## src/hw/rtl/bdq_pkg.sv

```systemverilog
// Shared opcode, status and sizing constants for the bounded deque with search.
package bdq_pkg;

    localparam int DATA_W       = 32;
    localparam int OP_W         = 3;
    localparam int STATUS_W     = 2;
    localparam int DEF_CAPACITY = 16;

    typedef logic [OP_W-1:0]     opcode_t;
    typedef logic [STATUS_W-1:0] status_t;

    localparam opcode_t OP_PUSH_FRONT = 3'd0;
    localparam opcode_t OP_PUSH_BACK  = 3'd1;
    localparam opcode_t OP_POP_FRONT  = 3'd2;
    localparam opcode_t OP_SEARCH     = 3'd3;
    localparam opcode_t OP_CLEAR      = 3'd4;

    localparam status_t ST_OK    = 2'd0;
    localparam status_t ST_EMPTY = 2'd1;
    localparam status_t ST_FULL  = 2'd2;

endpackage

```

## src/hw/rtl/bdq_ring_mem.sv

```systemverilog
// Entry storage for the deque ring: one write port, one registered read port.
module bdq_ring_mem #(
    parameter int DEPTH  = bdq_pkg::DEF_CAPACITY,
    parameter int DATA_W = bdq_pkg::DATA_W
) (
    input  logic                     clk,
    input  logic                     wr_en,
    input  logic [$clog2(DEPTH)-1:0] wr_addr,
    input  logic [DATA_W-1:0]        wr_data,
    input  logic [$clog2(DEPTH)-1:0] rd_addr,
    output logic [DATA_W-1:0]        rd_data
);
    import bdq_pkg::*;

    logic [DATA_W-1:0] mem [DEPTH];
    logic [DATA_W-1:0] rd_data_reg;

    always_ff @(posedge clk)
    begin
        if (wr_en)
        begin
            mem[wr_addr] <= wr_data;
        end
    end

    always_ff @(posedge clk)
    begin
        rd_data_reg <= mem[rd_addr];
    end

    assign rd_data = rd_data_reg;

endmodule

```

## src/hw/rtl/bounded_deque_with_search_top.sv

```systemverilog
// Top level of the bounded deque with search: sequencer, pointers and compare unit.
//
//  channel   | handshake                      | payload
//  ----------+--------------------------------+------------------------------------------
//  request   | start in, busy out             | opcode, item_value
//  result    | done out (one-cycle strobe)    | popped_value, found, status, entry_count
//
// Push, clear, unused opcodes, an empty pop and an empty search answer in the
// cycle after the request is taken and leave busy low. A pop reads the front
// entry through the registered memory port and answers from the pop state.
// A search runs one stored entry per cycle through the single comparator,
// front to back, and stops on the first hit or after the last live entry.
// busy stays high while a pop or search is in flight.
// Reset (rst_n low, asynchronous) empties the deque; entry contents are not
// cleared since only written entries are ever read.
// The receiver cannot stall: done is high for exactly one cycle per request.
module bounded_deque_with_search_top #(
    parameter int CAPACITY = bdq_pkg::DEF_CAPACITY
) (
    input  logic                              clk,
    input  logic                              rst_n,
    input  logic                              start,
    output logic                              busy,
    input  bdq_pkg::opcode_t                  opcode,
    input  logic signed [bdq_pkg::DATA_W-1:0] item_value,
    output logic                              done,
    output logic signed [bdq_pkg::DATA_W-1:0] popped_value,
    output logic                              found,
    output bdq_pkg::status_t                  status,
    output logic [$clog2(CAPACITY+1)-1:0]     entry_count
);
    import bdq_pkg::*;

    localparam int IDX_W = $clog2(CAPACITY);
    localparam int CNT_W = $clog2(CAPACITY + 1);
    localparam int SUM_W = IDX_W + 1;
    localparam int LAST  = CAPACITY - 1;

    localparam logic [1:0] S_IDLE = 2'd0;
    localparam logic [1:0] S_POP  = 2'd1;
    localparam logic [1:0] S_SRCH = 2'd2;

    logic [1:0]        state_reg, state_next;
    logic [IDX_W-1:0]  front_reg, front_next;
    logic [CNT_W-1:0]  count_reg, count_next;
    logic [IDX_W-1:0]  rd_ptr_reg, rd_ptr_next;
    logic [CNT_W-1:0]  checked_reg, checked_next;
    logic [DATA_W-1:0] key_reg, key_next;

    logic              done_reg, done_next;
    logic [DATA_W-1:0] popped_reg, popped_next;
    logic              found_reg, found_next;
    status_t           status_reg, status_next;
    logic [CNT_W-1:0]  cnt_out_reg, cnt_out_next;

    logic              accept;
    logic              is_full;
    logic              is_empty;
    logic              mem_wr_en;
    logic [IDX_W-1:0]  mem_wr_addr;
    logic [IDX_W-1:0]  mem_rd_addr;
    logic [DATA_W-1:0] mem_rd_data;
    logic [IDX_W-1:0]  front_dec;
    logic [IDX_W-1:0]  front_inc;
    logic [IDX_W-1:0]  rd_ptr_inc;
    logic [SUM_W-1:0]  back_sum;
    logic [IDX_W-1:0]  back_idx;
    logic              hit;
    logic              last_entry;

    assign accept   = start && (state_reg == S_IDLE);
    assign busy     = (state_reg != S_IDLE);
    assign is_full  = (count_reg == CNT_W'(CAPACITY));
    assign is_empty = (count_reg == '0);

    // ring pointer arithmetic, wrap without division
    assign front_dec  = (front_reg == '0) ? IDX_W'(LAST) : front_reg - 1'b1;
    assign front_inc  = (front_reg == IDX_W'(LAST)) ? '0 : front_reg + 1'b1;
    assign rd_ptr_inc = (rd_ptr_reg == IDX_W'(LAST)) ? '0 : rd_ptr_reg + 1'b1;
    assign back_sum   = SUM_W'(front_reg) + SUM_W'(count_reg);
    assign back_idx   = (back_sum >= SUM_W'(CAPACITY))
                      ? IDX_W'(back_sum - SUM_W'(CAPACITY)) : IDX_W'(back_sum);

    assign mem_wr_en   = accept && !is_full
                      && (opcode == OP_PUSH_FRONT || opcode == OP_PUSH_BACK);
    assign mem_wr_addr = (opcode == OP_PUSH_FRONT) ? front_dec : back_idx;
    // idle: front entry (pop or first search read); searching: next entry
    assign mem_rd_addr = (state_reg == S_IDLE) ? front_reg : rd_ptr_reg;

    // shared compare unit
    assign hit        = (mem_rd_data == key_reg);
    assign last_entry = (CNT_W'(checked_reg + 1'b1) == count_reg);

    bdq_ring_mem #(
        .DEPTH  (CAPACITY),
        .DATA_W (DATA_W)
    ) u_mem (
        .clk     (clk),
        .wr_en   (mem_wr_en),
        .wr_addr (mem_wr_addr),
        .wr_data (item_value),
        .rd_addr (mem_rd_addr),
        .rd_data (mem_rd_data)
    );

    always_comb
    begin
        state_next   = state_reg;
        front_next   = front_reg;
        count_next   = count_reg;
        rd_ptr_next  = rd_ptr_reg;
        checked_next = checked_reg;
        key_next     = key_reg;
        done_next    = 1'b0;
        popped_next  = popped_reg;
        found_next   = found_reg;
        status_next  = status_reg;
        cnt_out_next = cnt_out_reg;

        unique case (state_reg)
            S_IDLE:
            begin
                if (start)
                begin
                    popped_next  = '0;
                    found_next   = 1'b0;
                    status_next  = ST_OK;
                    cnt_out_next = count_reg;
                    key_next     = item_value;
                    unique case (opcode)
                        OP_PUSH_FRONT:
                        begin
                            done_next = 1'b1;
                            if (is_full)
                            begin
                                status_next = ST_FULL;
                            end
                            else
                            begin
                                front_next   = front_dec;
                                count_next   = count_reg + 1'b1;
                                cnt_out_next = count_reg + 1'b1;
                            end
                        end
                        OP_PUSH_BACK:
                        begin
                            done_next = 1'b1;
                            if (is_full)
                            begin
                                status_next = ST_FULL;
                            end
                            else
                            begin
                                count_next   = count_reg + 1'b1;
                                cnt_out_next = count_reg + 1'b1;
                            end
                        end
                        OP_POP_FRONT:
                        begin
                            if (is_empty)
                            begin
                                done_next   = 1'b1;
                                status_next = ST_EMPTY;
                            end
                            else
                            begin
                                state_next = S_POP;
                            end
                        end
                        OP_SEARCH:
                        begin
                            if (is_empty)
                            begin
                                done_next = 1'b1;
                            end
                            else
                            begin
                                state_next   = S_SRCH;
                                rd_ptr_next  = front_inc;
                                checked_next = '0;
                            end
                        end
                        OP_CLEAR:
                        begin
                            done_next    = 1'b1;
                            front_next   = '0;
                            count_next   = '0;
                            cnt_out_next = '0;
                        end
                        default:
                        begin
                            done_next = 1'b1;
                        end
                    endcase
                end
            end
            S_POP:
            begin
                done_next    = 1'b1;
                popped_next  = mem_rd_data;
                front_next   = front_inc;
                count_next   = count_reg - 1'b1;
                cnt_out_next = count_reg - 1'b1;
                state_next   = S_IDLE;
            end
            S_SRCH:
            begin
                if (hit || last_entry)
                begin
                    done_next  = 1'b1;
                    found_next = hit;
                    state_next = S_IDLE;
                end
                else
                begin
                    rd_ptr_next  = rd_ptr_inc;
                    checked_next = checked_reg + 1'b1;
                end
            end
            default:
            begin
                state_next = S_IDLE;
            end
        endcase
    end

    always_ff @(posedge clk or negedge rst_n)
    begin
        if (!rst_n)
        begin
            state_reg   <= S_IDLE;
            front_reg   <= '0;
            count_reg   <= '0;
            rd_ptr_reg  <= '0;
            checked_reg <= '0;
            done_reg    <= 1'b0;
        end
        else
        begin
            state_reg   <= state_next;
            front_reg   <= front_next;
            count_reg   <= count_next;
            rd_ptr_reg  <= rd_ptr_next;
            checked_reg <= checked_next;
            done_reg    <= done_next;
        end
    end

    // payload registers, qualified by done_reg
    always_ff @(posedge clk)
    begin
        key_reg     <= key_next;
        popped_reg  <= popped_next;
        found_reg   <= found_next;
        status_reg  <= status_next;
        cnt_out_reg <= cnt_out_next;
    end

    assign done         = done_reg;
    assign popped_value = popped_reg;
    assign found        = found_reg;
    assign status       = status_reg;
    assign entry_count  = cnt_out_reg;

    // the result strobe only fires once the sequencer is back at idle
    assert property (@(posedge clk) disable iff (!rst_n) done |-> !busy)
        else $error("result strobe while busy");

    // a full status is only reported with a full deque
    assert property (@(posedge clk) disable iff (!rst_n)
        (done && status == ST_FULL) |-> (entry_count == CNT_W'(CAPACITY)))
        else $error("full status with room left");

    // held count never exceeds capacity
    assert property (@(posedge clk) disable iff (!rst_n)
        count_reg <= CNT_W'(CAPACITY))
        else $error("held count above capacity");

    // a search of a non-empty deque always occupies the compare unit
    assert property (@(posedge clk) disable iff (!rst_n)
        (accept && opcode == OP_SEARCH && !is_empty) |=> (busy && !done))
        else $error("search skipped the compare sequence");

endmodule

```

## config.mk

```make
export PLATFORM = sky130hd
export DESIGN_NAME = bounded_deque_with_search_top
export DESIGN_NICKNAME = d
export VERILOG_FILES = /design/src/hw/rtl/bdq_pkg.sv /design/src/hw/rtl/bdq_ring_mem.sv /design/src/hw/rtl/bounded_deque_with_search_top.sv
export SDC_FILE = /design/constraint.sdc
export NUM_CORES = 1
export LEC_CHECK = 0
export BUFFER_PORTS_ARGS = -buffer_cell sky130_fd_sc_hd__buf_2
export CAP_MARGIN = 15
export CELL_PAD_IN_SITES_DETAIL_PLACEMENT = 1
export CELL_PAD_IN_SITES_GLOBAL_PLACEMENT = 2
export CORE_ASPECT_RATIO = 1.5
export CORE_MARGIN = 2
export CORE_UTILIZATION = 47
export DETAILED_ROUTE_END_ITERATION = 16
export PLACE_DENSITY = 0.78
export SYNTH_ARGS = -nofsm -noshare
export SYNTH_HDL_FRONTEND = slang
export SYNTH_SLANG_ARGS = --single-unit
```

## constraint.sdc

```tcl
create_clock -name clk -period 5.3 [get_ports clk]
set_input_delay 1.06 -clock clk [delete_from_list [all_inputs] [get_ports clk]]
set_output_delay 1.06 -clock clk [all_outputs]
set_load 0.005 [all_outputs]
```

==> results.md, run 1 <==
* DRC Markers at 0
* Commonest non-fill, non-tap cell in the layout: edfxtp_1
* Final hold vios at 0
* Io pins at 80
* Final instance area at 28200 um^2
* Tightest Pin Transition at between 1 and 1.5 ns
* WHS at 0.440 ns
* Avg Inst Size Synth at 16.7 um^2
* Nets@finish at ~1.6k
* Biggest register: u_mem.mem
* Crit Reg-Reg Startpoint: front_reg[1]
* #FFs+latches synth at between 600 and 700
* Status: completed
* Dpl hpwl at about 44000 um
* Initial DRT Pass Iterations at 5
* CTS sink count at approximately 640
* Synth Cell Area at ~25000 um^2
* Period Utilization, post-route at 0.664
* Initial antenna violation count at 0
* DP Cell Count at between 2k and 2.5k
* Die footprint at approximately 54000 um^2
* Crit-path max FO at 23
* Num CTS Buffers at 57
* Synth unique cells at 61
* R2R Setup Slk at between 1.5 and 2 ns
* Cell type with the largest total area after synthesis: edfxtp_1
* WP data arrival at a little under 4 ns
* Unrepaired setup endpoints after global routing: no
* TNS Setup at 0 ns
* All-Layer GR Usage at 0.256
* Hold Crit Class: input port to asynchronous set/reset pin
* Largest net degree at the start of global routing at 63
* Area after DPL at 26200 um^2
* Global route overflow at 0
* Postcts setup bufs at 0
* Synth area leaders: edfxtp_1, mux4_2, nand2_1
* Share of layout cells above drive strength 1 at 0.198
* GP Congestion at 0.817
* Post-synth top area share at 0.712
* Detailed-route vias per instance at 5.92
* CTS root buf: clkbuf_16
* Crit path time final at around 3.5 ns
* Die W at approximately 190 um
* ANT nets after route at 0
* Vias in the first global route at between 10k and 15k
* CTS resizes at 0
* Via count at roughly 14k
* Peak VDD IR at about 0.34 mV
* Worst Skew at between 0.015 and 0.02 ns
* Max-cap violations at 0
* Crit path capture type: register
* Reg clk slew, reported paths at roughly 0.07 ns
* Ys flop type: edfxtp_1
* Share of flip-flops with an asynchronous set or reset at 0.0330
* Initial Util at 0.477
* Reg2Reg Depth at 9
* CP Class: register to register
* Setup violations, final at 0
* RR Endpoint: u_mem.mem[9][15]
* Final std cells w/o fill at approximately 2.3k
* Worst setup SP type: register
* DR WL/cell at approximately 29 um
* Peak Freq at 0.284 GHz
* Clock Tree Buf Depth at 3
* Std cell rows at just over 100
* # port buffers at just under 80
* PwrDens at 581 nW/um^2
* CORE AREA at approximately 52000 um^2
* Post-synth EDFFs at roughly 580
* Synth warnings at 0
* CTS tree: built
* Die extent in y at between 200 and 300 um
* Global-route wire length before repair at 99500 um
* Relative slew margins at 0.209
* Most frequent cells in the layout: edfxtp_1, nand2_1, buf_2, nand3_1, mux4_2
* Post-synthesis sequential area ratio at 0.759
* Area delta synth->final at 14.3%
* Synth Instances at between 1k and 1.5k
* Detailed Route WL at around 68000 um
* Slew Limit Fails at 0
* Pleak at between 9 and 10 nW
* Crit path required time at 5.63 ns
* Clock Latency Late Sink at about 0.6 ns
* Max reg flops at ~510
* Clock H-tree levels at 2
* Hold buffers post-CTS at 0
* DRT iter0 DRCs at between 900 and 1k
* Syn Nets at roughly 1.5k
## power breakdown
part / internal (W) / switching [W]
clock: 0.00250 / 0.00185
sequential: 0.00600 / 0.000380
combinational: 0.00200 / 0.00364
## synth_stat cells, types with 33 or more instances
cell      number
a22oi_1       36
a32oi_1       33
and2_1        33
clkbuf_1      39
edfxtp_1     584
mux2i_1       38
mux4_2        64
nand2_1      239
nand3_1       71
nand4_1       36
nor2_1        33
xor2_1        38
## per-layer routing
layer  track usage  up-vias  part of all wire
li1              -     5946                 -
met1         0.299     7126              0.36
met2         0.452      475              0.52
met3        0.0289      156             0.047
met4         0.151        0             0.067
met5             0        -                 0
## how the worst max path moves through the flow
stage | startpoint | to | slack, ns | depth (start not counted)
2_1_floorplan | start | u_mem.mem[2][0] | 1.18 | 5
3_3_place_gp | opcode[2] | u_mem.mem[3][19] | 1.30 | 7
3_5_place_dp | opcode[2] | u_mem.mem[13][12] | 1.26 | 7
4_1_cts | state_reg[1] | u_mem.rd_data[29] | 1.77 | 8
5_1_grt | front_reg[1] | u_mem.mem[11][15] | 1.51 | 9
6_report | front_reg[1] | u_mem.mem[9][15] | 1.78 | 9
## final cells by class
type	instances	area, um^2
antenna	1	2.50
tap	676	846
multi-input combinational	755	5770
sequential	637	18700
clock buffer	73	1580
clock inverter	33	399
timing repair buffer	130	823
fill	4774	23500
inverter	9	33.8
## cells by family (layout without fill, tap and decap cells)
kind of cell | count (synthesis) | after routing | share of synthesized area
mux | 111 | 111 | 0.0783
fa+ha+maj | 12 | 12 | 0.00640
other cells | 0 | 1 | 0
compound gates | 136 | 136 | 0.0408
simple gates | 450 | 450 | 0.0834
xor+xnor | 46 | 46 | 0.0164
buf+inv | 79 | 245 | 0.0155
flops | 637 | 637 | 0.759
## per-stage QoR
step,utilization,setup slack (ns),power (W)
6_report,0.545,1.78,0.0164
5_1_grt,0.545,1.51,0.0171
4_1_cts,0.544,1.77,0.0165
3_5_place_dp,0.506,1.26,0.0122
3_3_place_gp,0.506,1.30,0.0120
2_1_floorplan,-,1.18,0.00983
## critical path, stage by stage (launching register included)
cell	delay (ns)
dfrtp_1	0.65
inv_1	0.29
ha_1	0.26
nor2b_1	0.14
nor3_1	0.17
a21oi_1	0.10
mux2i_1	0.22
nand2_1	0.28
nor2_4	0.82
buf_4	0.29
(Power assumes the default switching activity.)
==> run 2: changes to the inputs <==
--- a/config.mk
+++ b/config.mk
@@ -11,9 +11,9 @@
 export CELL_PAD_IN_SITES_GLOBAL_PLACEMENT = 2
 export CORE_ASPECT_RATIO = 1.5
 export CORE_MARGIN = 2
-export CORE_UTILIZATION = 47
+export CORE_UTILIZATION = 42
 export DETAILED_ROUTE_END_ITERATION = 16
-export PLACE_DENSITY = 0.78
+export PLACE_DENSITY = 0.74
 export SYNTH_ARGS = -nofsm -noshare
 export SYNTH_HDL_FRONTEND = slang
 export SYNTH_SLANG_ARGS = --single-unit
==> constraint.sdc (replaced) <==
create_clock -name clk -period 2.8 [get_ports clk]
set_input_delay 0.56 -clock clk [delete_from_list [all_inputs] [get_ports clk]]
set_output_delay 0.56 -clock clk [all_outputs]
set_load 0.005 [all_outputs]
==> results.md, run 2 (synthesis results as in run 1) <==
* GP Congestion at slightly below 0.8
* Share of layout cells above drive strength 1 at 0.220
* Final instance area at between 20000 and 30000 um^2
* Largest net degree at the start of global routing at 58
* Met1 Resource Use GR at 0.278
* WP buf/inv at 2
* Dpl hpwl at around 40000 um
* All-Layer GR Usage at 0.206
* Initial DRT Pass Iterations at 5
* Initial Util at 0.425
* Clock Latency Late Sink at 0.63 ns
* Die footprint at approximately 60000 um^2
* Period Utilization, post-route at 0.963
* Crit-path max FO at 19
* PwrDens at 1070 nW/um^2
* Max-cap violations at 0
* Slowest Stage Delay on Critical Path at just under 0.5 ns
* Std cell rows at between 100 and 150
* DP Cell Count at approximately 2.3k
* WP data arrival at just over 3 ns
* CTS root buf: clkbuf_16
* Worst path top cell family by delay: adder cells
* Relative slew margins at 0.388
* DRT iter0 DRCs at a little over 1k
* CP Cell Sequence: ha_1 > fa_1 > nor2_1 > a21oi_1 > and3_1 > nand2_1 > buf_4 > nor2_4 > buf_12
* Worst Skew at about 0.016 ns
* Clock H-tree levels at 2
* Status: completed
* Area delta synth->final at 18.4%
* Peak VDD IR at 0.675 mV
* Max reg flops at 512
* # fillers at between 5k and 6k
* Io pins at 80
* Most frequent cells in the layout: edfxtp_1, nand2_1, buf_2, nand3_1, mux4_2
* CTS sink count at ~640
* Clock share of power at 0.258
* # port buffers at 79
* Sw power at 0.0108 W
* Grt peak-use layer: met2
* ANT nets after route at 0
* Sw Ratio at 0.347
* Die W at 202 um
* Crit path required time at around 3.1 ns
* Setup violations, final at 0
* Slew Limit Fails at 0
* Initial antenna violation count at 3
* Worst setup SP type: register
* WHS at between 0.2 and 0.3 ns
* Area of the multi-input gates at roughly 5800 um^2
* Final std cells w/o fill at about 2.5k
* Reg clk slew, reported paths at around 0.06 ns
* Unrepaired setup endpoints after global routing: no
* Seq pwr share at 0.383
* Crit path time final at about 2.7 ns
* Num CTS Buffers at 58
* Comb pwr share at 0.358
* Nets@finish at roughly 1.7k
* CTS tree: built
* Detailed Route WL at ~61000 um
* Die extent in y at 301 um
* Detailed-route vias per instance at between 5 and 6
* Global-route wire length before repair at just over 90000 um
* DRC Markers at 0
* Biggest register: u_mem.mem
* CP max-delay cell: fa_1
* Seq. cell area at roughly 19000 um^2
* Clock Tree Buf Depth at 3
* Area after DPL at between 20000 and 30000 um^2
* DR WL/cell at 24.9 um
* Pleak at 9.93 nW
* Crit path capture type: register
* Vias in the first global route at ~14k
* Global route overflow at 0
* Via count at 13.5k
* Int Pwr at just over 0.02 W
* Peak Freq at 0.371 GHz
* Hold Crit Class: input port to register
* Met3 GRT Util at 0.0262
* CORE AREA at a little under 60000 um^2
* Final hold vios at 0
* Tightest Pin Transition at ~0.92 ns
* Met2 usage at 0.354
* Power Total at approximately 0.031 W
* CP Class: register to register
* Commonest non-fill, non-tap cell in the layout: edfxtp_1
[run 2: changes by cell type in the layout (fill, tap and decap cells not counted), sizes merged]
cell         before  now
clkinv           20   28
buf             130  179
dlygate4sd3       0    1
clkbuf           73   65
inv               9   10
[run 2: layer usage]
metal | vias to the layer above | wire [um]
met1 | 6968 | 26200
met4 | 2 | 1540
met5 | - | 18
met2 | 335 | 30800
li1 | 6061 | -
met3 | 89 | 2650
[run 2: what timing repair did]
action                     in CTS  in global routing
hold endpoints to repair       21                  0
hold buffers                    1                  0
resized for setup               0                  3
setup endpoints to repair       0                219
setup buffers                   0                  1
[run 2: final timing paths]
| path | startpoint | end | slack [ns] | cells past startpoint |
|---|---|---|---|---|
| max | front_reg[0] | u_mem.mem[2][0] | 0.10 | 9 |
| min | opcode[0] | state_reg[0] | 0.28 | 2 |
| max reg2reg | front_reg[0] | u_mem.mem[2][0] | 0.10 | 9 |
| min reg2reg | checked_reg[1] | checked_reg[1] | 0.53 | 1 |
| max in group asynchronous | rst_n | count_reg[4] | 1.96 | 2 |
| min in group asynchronous | rst_n | rd_ptr_reg[2] | 0.47 | 2 |
[run 2: layout make-up]
cell class | count | share of cell area
antenna | 1 | 0.0000858
clock buffer | 65 | 0.0507
clock inverter | 42 | 0.0161
inverter | 9 | 0.00129
multi-input combinational | 755 | 0.198
sequential | 637 | 0.641
tap | 770 | 0.0330
timing repair buffer | 180 | 0.0590
[run 2: worst reg2reg max path, stage by stage, from the launching register on]
cell,delay [ns]
dfrtp_1,0.45
ha_1,0.26
fa_1,0.49
nor2_1,0.05
a21oi_1,0.19
and3_1,0.28
nand2_1,0.08
buf_4,0.19
nor2_4,0.18
buf_12,0.21
[run 2: stage by stage]
step	TNS [ns]	setup slack, ns	util
final	0	0.102	0.503
after global routing	0	0.00782	0.503
after CTS	0	0.0121	0.502
after detailed placement	0	0.0299	0.469
after global placement	0	0.0651	0.469
after floorplan	-23.38	-0.0981	-
[run 2: power groups by stage]
stage | clock network (W) | registers [W] | logic (W)
after floorplan | 0 | 0.0119 | 0.00681
after global placement | 0 | 0.0122 | 0.0109
after detailed placement | 0 | 0.0122 | 0.0112
after CTS | 0.00825 | 0.0120 | 0.0113
after global routing | 0.00856 | 0.0121 | 0.0122
final | 0.00808 | 0.0120 | 0.0112
